[src/hdl/fbfl_pkg.sv]
// ----------------------------------------------------------------------------
// fbfl_pkg
// Shared constants, codes and types for the fixed block free list allocator.
// ----------------------------------------------------------------------------
package fbfl_pkg;

	// pool geometry
	localparam int NUM_BLOCKS = 16;
	localparam int IDX_W      = $clog2(NUM_BLOCKS);
	// links and counts must be able to hold NUM_BLOCKS itself
	localparam int CNT_W      = $clog2(NUM_BLOCKS + 1);

	// fixed field widths on the ports
	localparam int KIND_FW    = 1;
	localparam int BIDX_FW    = 4;
	localparam int STAT_FW    = 2;
	localparam int GIDX_FW    = 4;
	localparam int FCNT_FW    = 5;
	localparam int PEAK_FW    = 5;
	localparam int IN_DATA_W  = 8;
	localparam int OUT_DATA_W = 16;

	// request kinds
	localparam logic [KIND_FW-1:0] KIND_ALLOC = 1'b0;
	localparam logic [KIND_FW-1:0] KIND_FREE  = 1'b1;

	// result status codes
	localparam logic [STAT_FW-1:0] STAT_OK     = 2'd0;
	localparam logic [STAT_FW-1:0] STAT_EMPTY  = 2'd1;
	localparam logic [STAT_FW-1:0] STAT_REJECT = 2'd2;

	// controller states
	typedef enum logic [0:0] {
		ST_IDLE,
		ST_RESP
	} state_t;

	// controller to datapath
	typedef struct packed {
		logic pop;
		logic push;
		logic rej_empty;
		logic rej_full;
	} dp_cmd_t;

	// datapath to controller
	typedef struct packed {
		logic can_pop;
		logic can_push;
	} dp_stat_t;

endpackage

[src/hdl/fbfl_ctrl.sv]
// ----------------------------------------------------------------------------
// fbfl_ctrl
// Controller: handshakes on both sides and issues one datapath command per
// accepted transaction.
// ----------------------------------------------------------------------------
module fbfl_ctrl import fbfl_pkg::*; (
	input  logic               clk,
	input  logic               arst_n,
	input  logic               s_tvalid,
	output logic               s_tready,
	input  logic [KIND_FW-1:0] kind,
	output logic               m_tvalid,
	input  logic               m_tready,
	input  dp_stat_t           stat,
	output dp_cmd_t            cmd
);

	state_t state_q;
	state_t state_d;
	logic   accept;

	// state register
	always_ff @(posedge clk or negedge arst_n) begin
		if (!arst_n) begin
			state_q <= ST_IDLE;
		end else begin
			state_q <= state_d;
		end
	end

	// next state, handshakes and commands
	always_comb begin
		state_d  = state_q;
		s_tready = 1'b0;
		m_tvalid = 1'b0;
		accept   = 1'b0;
		cmd      = '0;
		case (state_q)
			ST_IDLE: begin
				s_tready = 1'b1;
				accept   = s_tvalid;
				if (accept) begin
					if (kind == KIND_ALLOC) begin
						cmd.pop       = stat.can_pop;
						cmd.rej_empty = !stat.can_pop;
					end else begin
						cmd.push     = stat.can_push;
						cmd.rej_full = !stat.can_push;
					end
					state_d = ST_RESP;
				end
			end
			ST_RESP: begin
				m_tvalid = 1'b1;
				if (m_tready) begin
					state_d = ST_IDLE;
				end
			end
			default: begin
				state_d = ST_IDLE;
			end
		endcase
	end

endmodule

[src/hdl/fbfl_dp.sv]
// ----------------------------------------------------------------------------
// fbfl_dp
// Datapath: link store, head pointer, free and peak counters, result register.
// ----------------------------------------------------------------------------
module fbfl_dp import fbfl_pkg::*; (
	input  logic               clk,
	input  logic               arst_n,
	input  logic [BIDX_FW-1:0] block_index,
	input  dp_cmd_t            cmd,
	output dp_stat_t           stat,
	output logic [STAT_FW-1:0] status,
	output logic [GIDX_FW-1:0] granted_index,
	output logic [FCNT_FW-1:0] free_count,
	output logic [PEAK_FW-1:0] peak_used
);

	logic [CNT_W-1:0] link_q [NUM_BLOCKS];
	logic [CNT_W-1:0] head_q;
	logic [CNT_W-1:0] free_q;
	logic [CNT_W-1:0] peak_q;

	logic [CNT_W-1:0] free_d;
	logic [CNT_W-1:0] peak_d;
	logic [CNT_W-1:0] used_d;
	logic [IDX_W-1:0] head_addr;
	logic [IDX_W-1:0] push_addr;
	logic             head_ok;
	logic             idx_ok;

	logic [STAT_FW-1:0] status_q;
	logic [GIDX_FW-1:0] granted_q;
	logic [FCNT_FW-1:0] free_out_q;
	logic [PEAK_FW-1:0] peak_out_q;

	// status towards the controller
	always_comb begin
		head_ok      = head_q < CNT_W'(NUM_BLOCKS);
		idx_ok       = 32'(block_index) < NUM_BLOCKS;
		head_addr    = IDX_W'(head_q);
		push_addr    = IDX_W'(block_index);
		stat.can_pop = (free_q != '0) && head_ok;
		stat.can_push = (free_q < CNT_W'(NUM_BLOCKS)) && idx_ok;
	end

	// counter updates
	always_comb begin
		free_d = free_q;
		peak_d = peak_q;
		used_d = CNT_W'(NUM_BLOCKS) - (free_q - CNT_W'(1));
		if (cmd.pop) begin
			free_d = free_q - CNT_W'(1);
			if (used_d > peak_q) begin
				peak_d = used_d;
			end
		end else if (cmd.push) begin
			free_d = free_q + CNT_W'(1);
		end
	end

	// list state, link entry i starts out naming i plus one
	always_ff @(posedge clk or negedge arst_n) begin
		if (!arst_n) begin
			for (int i = 0; i < NUM_BLOCKS; i++) begin
				link_q[i] <= CNT_W'(i + 1);
			end
			head_q <= '0;
			free_q <= CNT_W'(NUM_BLOCKS);
			peak_q <= '0;
		end else begin
			if (cmd.pop) begin
				head_q <= link_q[head_addr];
			end else if (cmd.push) begin
				link_q[push_addr] <= head_q;
				head_q            <= CNT_W'(block_index);
			end
			free_q <= free_d;
			peak_q <= peak_d;
		end
	end

	// result register, loaded on every transaction
	always_ff @(posedge clk) begin
		if (cmd.pop || cmd.push || cmd.rej_empty || cmd.rej_full) begin
			if (cmd.rej_empty) begin
				status_q <= STAT_EMPTY;
			end else if (cmd.rej_full) begin
				status_q <= STAT_REJECT;
			end else begin
				status_q <= STAT_OK;
			end
			granted_q  <= cmd.pop ? GIDX_FW'(head_q) : '0;
			free_out_q <= FCNT_FW'(free_d);
			peak_out_q <= PEAK_FW'(peak_d);
		end
	end

	assign status        = status_q;
	assign granted_index = granted_q;
	assign free_count    = free_out_q;
	assign peak_used     = peak_out_q;

endmodule

[src/hdl/fixed_block_free_list_allocator.sv]
// ----------------------------------------------------------------------------
// fixed_block_free_list_allocator
// Hands out and takes back equal blocks of a pool by index, using a LIFO free
// list. Each request (tuser = kind, tdata = block index) gives one result
// with status, granted index, free count and peak usage. The result of a
// request is registered and shows in the cycle after it is taken; the block
// then waits for the result transaction before taking another request. The
// pace is set by the single result register shared by all requests. The link
// store is in flip-flops and is set up by reset, so no clearing pass is needed.
// ----------------------------------------------------------------------------
module fixed_block_free_list_allocator import fbfl_pkg::*; (
	input  logic                  clk,
	input  logic                  arst_n,
	input  logic                  s_tvalid,
	output logic                  s_tready,
	input  logic [IN_DATA_W-1:0]  s_tdata,  // [3:0] block_index, [7:4] zero
	input  logic [KIND_FW-1:0]    s_tuser,  // [0] kind
	output logic                  m_tvalid,
	input  logic                  m_tready,
	output logic [OUT_DATA_W-1:0] m_tdata   // [1:0] status, [5:2] granted_index,
	                                        // [10:6] free_count, [15:11] peak_used
);

	dp_cmd_t            cmd;
	dp_stat_t           stat;
	logic [STAT_FW-1:0] status;
	logic [GIDX_FW-1:0] granted_index;
	logic [FCNT_FW-1:0] free_count;
	logic [PEAK_FW-1:0] peak_used;

	// controller
	fbfl_ctrl u_ctrl (
		.clk      (clk),
		.arst_n   (arst_n),
		.s_tvalid (s_tvalid),
		.s_tready (s_tready),
		.kind     (s_tuser),
		.m_tvalid (m_tvalid),
		.m_tready (m_tready),
		.stat     (stat),
		.cmd      (cmd)
	);

	// datapath
	fbfl_dp u_dp (
		.clk           (clk),
		.arst_n        (arst_n),
		.block_index   (s_tdata[BIDX_FW-1:0]),
		.cmd           (cmd),
		.stat          (stat),
		.status        (status),
		.granted_index (granted_index),
		.free_count    (free_count),
		.peak_used     (peak_used)
	);

	// result packing
	assign m_tdata = {peak_used, free_count, granted_index, status};

endmodule

[config.mk]
export PLATFORM = sky130hd
export DESIGN_NAME = fixed_block_free_list_allocator
export DESIGN_NICKNAME = d
export VERILOG_FILES = /design/src/hdl/fbfl_pkg.sv /design/src/hdl/fbfl_ctrl.sv /design/src/hdl/fbfl_dp.sv /design/src/hdl/fixed_block_free_list_allocator.sv
export SDC_FILE = /design/constraint.sdc
export NUM_CORES = 1
export LEC_CHECK = 0
export BUFFER_PORTS_ARGS = -buffer_cell sky130_fd_sc_hd__clkbuf_2
export CORE_ASPECT_RATIO = 1.4
export CORE_MARGIN = 8
export CORE_UTILIZATION = 45
export CTS_CLUSTER_SIZE = 8
export DETAILED_ROUTE_END_ITERATION = 7
export GPL_TIMING_DRIVEN = 0
export PLACE_DENSITY = 0.6
export SYNTH_ARGS = -nofsm -noshare
export SYNTH_HDL_FRONTEND = slang
export SYNTH_SLANG_ARGS = --single-unit
[constraint.sdc]
create_clock -name clk -period 6.57 [get_ports clk]
set_clock_uncertainty 0.05 [all_clocks]
set_input_delay 0.657 -clock clk [delete_from_list [all_inputs] [get_ports clk]]
set_output_delay 0.657 -clock clk [all_outputs]
set_load 0.01 [all_outputs]
==> out/metrics.yaml, run 1 <==
setup_tns_ns: 0
startpoint_type: "register"
port_buffers: 26
post_dp_cell_area_sq_um: 5630
grt_remaining_overflow: 0
fin_ws_ns: 3.22
initial_core_util_pct: 45.4
seq_area_frac_synth_pct: 55.4
cts_resized: 0
drt-vias-per-instance: 5.58
synth-edff-count: 16
r2r-start: "u_dp.free_q[0]$_DFF_PN0_"
antenna_left: 0
worstPathArrival_ns: 3.39
yosysWarnings: 0
final_cells: 554
synthesis.nets: 385
path_clk_slew_ns: 0.07
vdd_drop_max_uv: 316
htreeDepth: 3
leakagePower_nw: 2.56
hold_path.class: "input port to async pin"
grt_usage_pct: 16.6
stdcell_area_sq_um: 5940
synth-seq-cells: 112
worst_ep_required_time_ns: 6.62
nets: 423
via_count: 3092
drc: 0
antenna_found_initial: 0
dr.pass1.iters: 5
die_y_um: 144
grt_pass1_wl_mm: 19.0
drt-initial-drc-count: 177
drive_above_1_share_pct: 49.6
syn-mean-instance-area_sq_um: 14.5
maxSlewHeadroom_pct: 52.1
critPathKind: "register to register"
synth_cells: 364
timing.hold.ws_ns: 0.304
hpwl_mm: 8.51
cts_sinks: 112
utilization_pct: 51.0
dp_cells: 538
finalHoldViolations: 0
core_sq_um: 11600
worstSetupStartpoint: "u_dp.free_q[0]$_DFF_PN0_"
setup_viol: 0
grt_pass1_vias: 3375
max_freq_ghz: 0.299
ys_types: 47
path_max_fanout: 6
clock_latency_ns: 0.35
dieArea_sq_um: 15500
power_mw: 2.59
rsz0062_at_grt: "false"
finalWirelength_mm: 11.9
gp_congestion: 0.846
synth_area_sq_um: 5290
cts_tree: "yes"
maxCapViolCount: 0
clockBufferDepth: 2
root_buffer: "clkbuf_16"
ioPinCount: 31
wl_per_cell_um: 21.6
syn2layout_area_growth_pct: 12.4
grt_max_degree: 55
rows: 47
worst_pin_slew_ns: 0.718
timing.critical_path.to_type: "register"
post-cts-setup-buffer-count: 0
numCtsBuffers: 9
async_flop_share_pct: 85.7
pre_cts_ws_ns: 3.20
post-route-period-util_pct: 50.9
dieWidth_um: 108
ys.flop_type: "dfrtp_1"
p_per_area_nw_per_um2: 436
antenna_cells: 0
min_period_ns: 3.35
ctsHoldBuffers: 0
slew_violations: 0
outcome: "finished, final reports clean"
[critical path: stages, from the launching register on]
cell and delay, ns:
dfrtp_1 0.43, clkbuf_1 0.26, inv_1 0.13, ha_1 0.30
or2b_1 0.18, o311ai_0 0.11, a32oi_1 0.20, xnor2_1 0.19
ha_1 0.29, nand3_1 0.11, o21ai_0 0.12, a21oi_2 0.32
mux2_2 0.40
[Yosys cell counts (3+ instances only)]
| cell | number | share of area [%] |
|---|---|---|
| mux2_2 | 86 | 18 |
| dfrtp_1 | 62 | 29 |
| dfstp_2 | 34 | 17 |
| nand2_1 | 23 | 1.6 |
| mux4_2 | 19 | 8.1 |
| edfxtp_1 | 16 | 9.1 |
| clkbuf_1 | 11 | 0.78 |
| inv_1 | 11 | 0.78 |
| mux2i_1 | 9 | 1.7 |
| nor2_1 | 9 | 0.64 |
| ha_1 | 8 | 1.9 |
| buf_2 | 7 | 0.66 |
| nor2b_1 | 6 | 0.71 |
| xnor2_1 | 6 | 0.99 |
| a21oi_1 | 5 | 0.47 |
| and2_2 | 4 | 0.57 |
| a2111oi_0 | 3 | 0.50 |
| a221oi_1 | 3 | 0.50 |
| nand3_1 | 3 | 0.28 |
| o21ai_0 | 3 | 0.28 |
[state kept, by name, summed over array words and instances (netlist names)]
name and count:
u_ctrl.state_q 1, u_dp.free_count 5, u_dp.free_q 5, u_dp.granted_index 4
u_dp.head_q 5, u_dp.link_q 80, u_dp.peak_q 5, u_dp.peak_used 5
u_dp.status 2
[final timing paths]
check                           cells after the start                           to  slack [ns]
worst min register to register                      1  u_dp.link_q[14]$_DFFE_PN0P_        0.45
min in group clk                                    2     u_ctrl.state_q$_DFF_PN0_        0.44
worst min-delay path                                1     u_dp.peak_q[4]$_DFF_PN0_        0.30
max in group asynchronous                           2  u_dp.link_q[35]$_DFFE_PN1P_        5.42
worst max-delay path                               12  u_dp.peak_used[2]$_DFFE_PP_        3.22
worst max register to register                     12  u_dp.peak_used[2]$_DFFE_PP_        3.22
[layer usage]
layer	up-vias	part of all wire, %	track usage [%]
met5	-	0	0
met3	16	3.8	3.93
met4	0	2.1	5.21
li1	1398	-	-
met1	1624	41	18.9
met2	54	54	29.8
[cells by family (layout without fill, tap and decap cells)]
group                      Yosys count  count (layout)  share of synthesized area, %
AOI/OAI and AO/OA                   26              26                          3.53
xor gates and xnor gates             8               8                          1.33
adders and majority gates            8               8                          1.89
buffers and inverters               31              74                          2.58
DFF                                112             112                          55.4
muxes                              114             114                          28.1
and+or+nand+nor                     65              65                          7.20
[area by class of cell]
class | count | area [sq um]
repair buffers | 27 | 160
flip-flops and latches | 112 | 2930
multi-input cells | 221 | 2220
plain buffers | 20 | 95.1
clock buffers | 14 | 274
well taps | 147 | 184
fillers | 1049 | 5700
clock inverters | 2 | 37.5
inverters | 11 | 41.3
[placed cells by master, fill, tap and decap left out, types with 3 or more instances in the layout]
cell       instances
mux2_2            86
nand2_1           23
nor2_1             9
a2111oi_0          3
a21oi_1            5
ha_1               8
mux2i_1            9
a221oi_1           3
nor2b_1            6
nand3_1            3
clkbuf_8           3
edfxtp_1          16
buf_2              7
clkbuf_16          9
inv_1             11
clkbuf_2          25
clkbuf_1          13
mux4_2            19
and2_2             4
dfstp_2           34
dfrtp_1           62
o21ai_0            3
xnor2_1            6
[power by group]
| part | internal [mW] | switching [mW] |
|---|---|---|
| clock | 0.328 | 0.239 |
| combinational | 0.437 | 0.500 |
| sequential | 0.970 | 0.116 |
No activity file was read; power rests on OpenSTA's default activity.
==> inputs of run 2 (changes only) <==
==> constraint.sdc (replaced) <==
create_clock -name clk -period 3.1 [get_ports clk]
set_clock_uncertainty 0.05 [all_clocks]
set_input_delay 0.31 -clock clk [delete_from_list [all_inputs] [get_ports clk]]
set_output_delay 0.31 -clock clk [all_outputs]
set_load 0.01 [all_outputs]
==> run 2 against run 1 <==
Flip-flop and latch count is the same; cell area grew 1.3%; die area is the same; combinational power grew 130%; non-clock buffer count grew 7; register-to-register slack lost 3.1 ns; count of clock-buffer cells in the layout is the same; cell count grew 1.3%; worst setup slack lost 3.1 ns; sequential share of layout area shrank 0.62 points; critical path depth grew 1; global-route usage is essentially flat; critical path type unchanged.
==> out/metrics.yaml, run 2 (same netlist as run 1, synthesis figures left out) <==
numCtsBuffers: 9
finalHoldViolations: 0
dr.pass1.iters: 4
gp_congestion: 0.846
drt-vias-per-instance: 5.53
worst_ep_required_time_ns: 3.15
drive_above_1_share_pct: 51.7
grt_pass1_vias: 3386
r2r-start: "u_dp.free_q[0]$_DFF_PN0_"
grt_remaining_overflow: 0
switchingPower_mw: 1.85
hold_path.class: "input port to register"
htreeDepth: 3
dieArea_sq_um: 15500
min_period_ns: 2.95
ioPinCount: 31
antenna_cells: 0
p_per_area_nw_per_um2: 931
grt_max_degree: 55
syn2layout_area_growth_pct: 13.8
power_frac_seq_pct: 41.0
fin_ws_ns: 0.147
drc: 0
worstSetupStartpoint: "u_dp.free_q[0]$_DFF_PN0_"
dp_cells: 538
rows: 47
max_freq_ghz: 0.339
drt-initial-drc-count: 135
largest_reg_flops: 80
maxSlewHeadroom_pct: 51.6
path_clk_slew_ns: 0.07
maxCapViolCount: 0
cts_tree: "yes"
initial_core_util_pct: 45.4
post_dp_cell_area_sq_um: 5630
clockPowerShare_pct: 21.4
wl_per_cell_um: 21.3
combPwrFrac_pct: 37.6
p_int_mw: 3.76
timing.critical_path.to_type: "register"
grt_usage_pct: 16.6
root_buffer: "clkbuf_16"
startpoint_type: "register"
layout_commonest_cell: "mux2_2"
critPathKind: "register to register"
setup_tns_ns: 0
antenna_found_initial: 0
regMostFlops: "u_dp.link_q"
dieWidth_um: 108
pre_cts_ws_ns: -0.267
via_count: 3105
slew_violations: 0
swShare_pct: 33.0
rrSetupSlack_ns: 0.15
stdcell_area_sq_um: 6020
power_mw: 5.60
timing.hold.ws_ns: 0.0907
cts_sinks: 112
clock_latency_ns: 0.35
core_sq_um: 11600
nets: 430
min_from: "m_tready"
finalWirelength_mm: 12.0
antenna_left: 0
final_cells: 561
outcome: "finished, final reports clean"
worstPathArrival_ns: 3.00
worst_pin_slew_ns: 0.725
grt_pass1_wl_mm: 19.0
leakagePower_nw: 2.60
hpwl_mm: 8.51
mostFrequentLayoutCells: "86 x mux2_2, 62 x dfrtp_1, 34 x dfstp_2, 25 x clkbuf_2, 23 x nand2_1"
utilization_pct: 51.7
die_y_um: 144
port_buffers: 26
path_max_fanout: 6
setup_viol: 0
post-route-period-util_pct: 95.3
nFillCells: 1045
whs_path_depth: 2
clockBufferDepth: 2
vdd_drop_max_uv: 674
reg2reg_depth: 13
[run 2: metal layers]
metal / GRT usage (%) / up-vias / part of all wire (%)
met3: 3.93 / 16 / 3.2
li1: - / 1417 / -
met4: 5.21 / 0 / 2.1
met5: 0 / - / 0
met1: 18.9 / 1618 / 41
met2: 29.8 / 54 / 54
[run 2: area by class of cell]
class	instances	area, sq um	area share (%)
well taps	147	184	3.06
clock buffers	14	274	4.55
inverters	11	41.3	0.686
clock inverters	2	37.5	0.624
plain buffers	20	96.3	1.60
multi-input cells	221	2240	37.3
flip-flops and latches	112	2930	48.6
repair buffers	34	215	3.58
[run 2: repair_timing]
item,CTS,global route
setup buffers,4,2
setup endpoints to repair,10,6
hold endpoints to repair,32,0
pin swaps,1,4
hold buffers,1,0
gates resized for setup,4,5
[run 2: worst paths after layout]
kind / endpoint
max in group asynchronous: u_dp.link_q[66]$_DFFE_PN1P_
min: u_ctrl.state_q$_DFF_PN0_
min in group asynchronous: u_dp.peak_q[4]$_DFF_PN0_
max reg2reg: u_dp.peak_used[2]$_DFFE_PP_
max: u_dp.peak_used[2]$_DFFE_PP_
min reg2reg: u_dp.link_q[14]$_DFFE_PN0P_
[run 2: power groups by stage]
stage | Sequential, mW | Combinational (mW) | Clock (mW)
global placement | 2.30 | 1.96 | 0
CTS | 2.30 | 2.10 | 1.23
floorplan | 2.26 | 1.46 | 0
finish | 2.30 | 2.11 | 1.20
global route | 2.35 | 2.32 | 1.28
detailed placement | 2.33 | 2.02 | 0
[run 2: critical path, cell delays in order, from the launching register on]
cell and delay (ns):
dfrtp_1 0.39, buf_2 0.17, inv_2 0.09, ha_4 0.16
or2b_1 0.24, o311ai_1 0.07, a32oi_1 0.11, xnor2_1 0.26
ha_1 0.30, nand3_2 0.09, o21ai_0 0.11, a21oi_2 0.17
buf_4 0.15, mux2_2 0.34
==> inputs of run 3 (changes only) <==
--- a/config.mk
+++ b/config.mk
@@ -8,11 +8,11 @@
 export BUFFER_PORTS_ARGS = -buffer_cell sky130_fd_sc_hd__clkbuf_2
 export CORE_ASPECT_RATIO = 1.4
 export CORE_MARGIN = 8
-export CORE_UTILIZATION = 45
+export CORE_UTILIZATION = 50
 export CTS_CLUSTER_SIZE = 8
 export DETAILED_ROUTE_END_ITERATION = 7
 export GPL_TIMING_DRIVEN = 0
-export PLACE_DENSITY = 0.6
+export PLACE_DENSITY = 0.68
 export SYNTH_ARGS = -nofsm -noshare
 export SYNTH_HDL_FRONTEND = slang
 export SYNTH_SLANG_ARGS = --single-unit
==> constraint.sdc (replaced) <==
create_clock -name clk -period 2.4 [get_ports clk]
set_clock_uncertainty 0.05 [all_clocks]
set_input_delay 0.24 -clock clk [delete_from_list [all_inputs] [get_ports clk]]
set_output_delay 0.24 -clock clk [all_outputs]
set_load 0.01 [all_outputs]
==> run 3 against run 2 <==
Flip-flop and latch count stayed put; fmax up 1.8%; via count up 2.2%; non-clock buffer count increased by 9; the flow now finishes with violations (negative setup slack); utilization rose by 7.5 points; cell count unchanged; power up 33%; highest routed layer unchanged; first-iteration DRC count rose by 13%; worst setup slack worse by 0.65 ns; sequential share of layout area is 0.89 points lower; critical endpoint is now u_dp.peak_used[0]$_DFFE_PP_.
==> out/metrics.yaml, run 3 (same netlist as run 1, synthesis figures left out) <==
hpwl_mm: 8.39
regMostFlops: "u_dp.link_q"
path_clk_slew_ns: 0.07
via_count: 3172
r2r-start: "u_dp.free_q[0]$_DFF_PN0_"
critPathKind: "register to register"
antenna_cells: 0
initial_core_util_pct: 51.1
vdd_drop_max_uv: 639
grt_usage_pct: 18.1
setup_tns_ns: -4.25
worst_pin_slew_ns: 0.668
maxCapViolCount: 0
wl_per_cell_um: 21.3
fin_ws_ns: -0.501
port_buffers: 26
dieArea_sq_um: 14200
cts_tree: "yes"
clockBufferDepth: 2
antenna_left: 0
drt-initial-drc-count: 152
drc: 0
min_period_ns: 2.90
post-route-period-util_pct: 121
die_y_um: 138
slew_violations: 0
outcome: "complete, but fails checks"
utilization_pct: 59.2
ioPinCount: 31
rows: 44
worstSetupStartpoint: "u_dp.free_q[0]$_DFF_PN0_"
clock_latency_ns: 0.36
maxSlewHeadroom_pct: 54.3
hold_path.class: "input port to register"
numCtsBuffers: 9
root_buffer: "clkbuf_16"
worstPathArrival_ns: 2.95
dr.pass1.iters: 4
grt_pass1_wl_mm: 18.8
timing.critical_path.to_type: "register"
path_max_fanout: 4
setup_viol: 10
dieWidth_um: 103
grt_remaining_overflow: 0
finalWirelength_mm: 11.9
startpoint_type: "register"
max_freq_ghz: 0.345
syn2layout_area_growth_pct: 16.0
mostFrequentLayoutCells: "81 x mux2_2, 62 x dfrtp_1, 34 x dfstp_2, 25 x clkbuf_2, 22 x nand2_1"
largest_reg_flops: 80
gp_congestion: 0.840
leakagePower_nw: 2.65
antenna_found_initial: 0
finalHoldViolations: 0
worst_ep_required_time_ns: 2.45
p_per_area_nw_per_um2: 1220
drt-vias-per-instance: 5.65
violations: "negative setup slack"
htreeDepth: 3
cts_sinks: 112
nets: 439
core_sq_um: 10300
rsz0062_at_grt: "true"
grt_pass1_vias: 3354
drive_above_1_share_pct: 54.4
grt_max_degree: 66
min_from: "m_tready"
layout_commonest_cell: "mux2_2"
==> run 3: layer usage <==
| layer | routed length (um) | up-vias | share of wire, % | GRT usage, % |
|---|---|---|---|---|
| met5 | 0 | - | 0 | 0 |
| met4 | 366 | 0 | 3.1 | 9.85 |
| met1 | 4920 | 1637 | 41 | 21.5 |
| li1 | - | 1439 | - | - |
| met3 | 418 | 20 | 3.5 | 2.12 |
| met2 | 6250 | 76 | 52 | 31.0 |
==> run 3: cell type report <==
cell class,count,area (sq um)
inverter,11,50.0
buffer,20,105
timing repair buffer,43,290
sequential,112,2930
clock buffer,13,250
multi-input combinational,221,2320
fill,833,4220
tap,138,173
clock inverter,3,18.8
==> run 3: critical path, stage by stage (launching register included) <==
cell and delay, ns:
dfrtp_1 0.40, clkbuf_8 0.16, inv_6 0.05, ha_4 0.15
xor2_1 0.23, o21bai_1 0.12, xnor2_1 0.28, ha_1 0.32
a21o_1 0.17, a21oi_1 0.19, a21oi_2 0.09, buf_4 0.15
mux2_4 0.30
==> run 3: worst paths after layout <==
path,end,slack [ns],depth (start not counted)
setup / recovery,u_dp.peak_used[0]$_DFFE_PP_,-0.50,12
hold / removal,u_ctrl.state_q$_DFF_PN0_,0.008,2
setup reg to reg,u_dp.peak_used[0]$_DFFE_PP_,-0.50,12
hold reg to reg,u_dp.link_q[54]$_DFFE_PN0P_,0.45,1
max in group asynchronous,u_dp.link_q[33]$_DFFE_PN1P_,1.20,3
min in group asynchronous,u_dp.peak_q[3]$_DFF_PN0_,0.37,2
==> run 3: metrics by stage <==
| step | setup slack [ns] | hold WS [ns] | power, mW | cells | instance area, sq um |
|---|---|---|---|---|---|
| after floorplan | -0.371 | -0.106 | 4.91 | 364 | 5330 |
| after global placement | -0.628 | 0.372 | 5.61 | 528 | 5630 |
| after detailed placement | -0.678 | 0.212 | 5.73 | 529 | 5660 |
| after CTS | -0.408 | 0.00747 | 7.42 | 559 | 6080 |
| after global routing | -0.625 | 0.0208 | 7.91 | 561 | 6130 |
| final | -0.501 | 0.00780 | 7.47 | 561 | 6130 |
==> run 3: report_power, final <==
group / switching, mW / leakage [nW] / internal (mW)
combinational: 1.57 / 1.19 / 1.54
clock: 0.659 / 0.134 / 0.733
sequential: 0.315 / 1.32 / 2.65
total: 2.54 / 2.65 / 4.93
==> run 3: timing repair <==
item                                   4_1_cts  5_1_grt
setup endpoints to repair                   13       13
pin swaps                                    6        4
resized for setup                            7        7
endpoints found under the hold margin       25        0
hold buffers                                 1        0
buffers inserted                            13        2
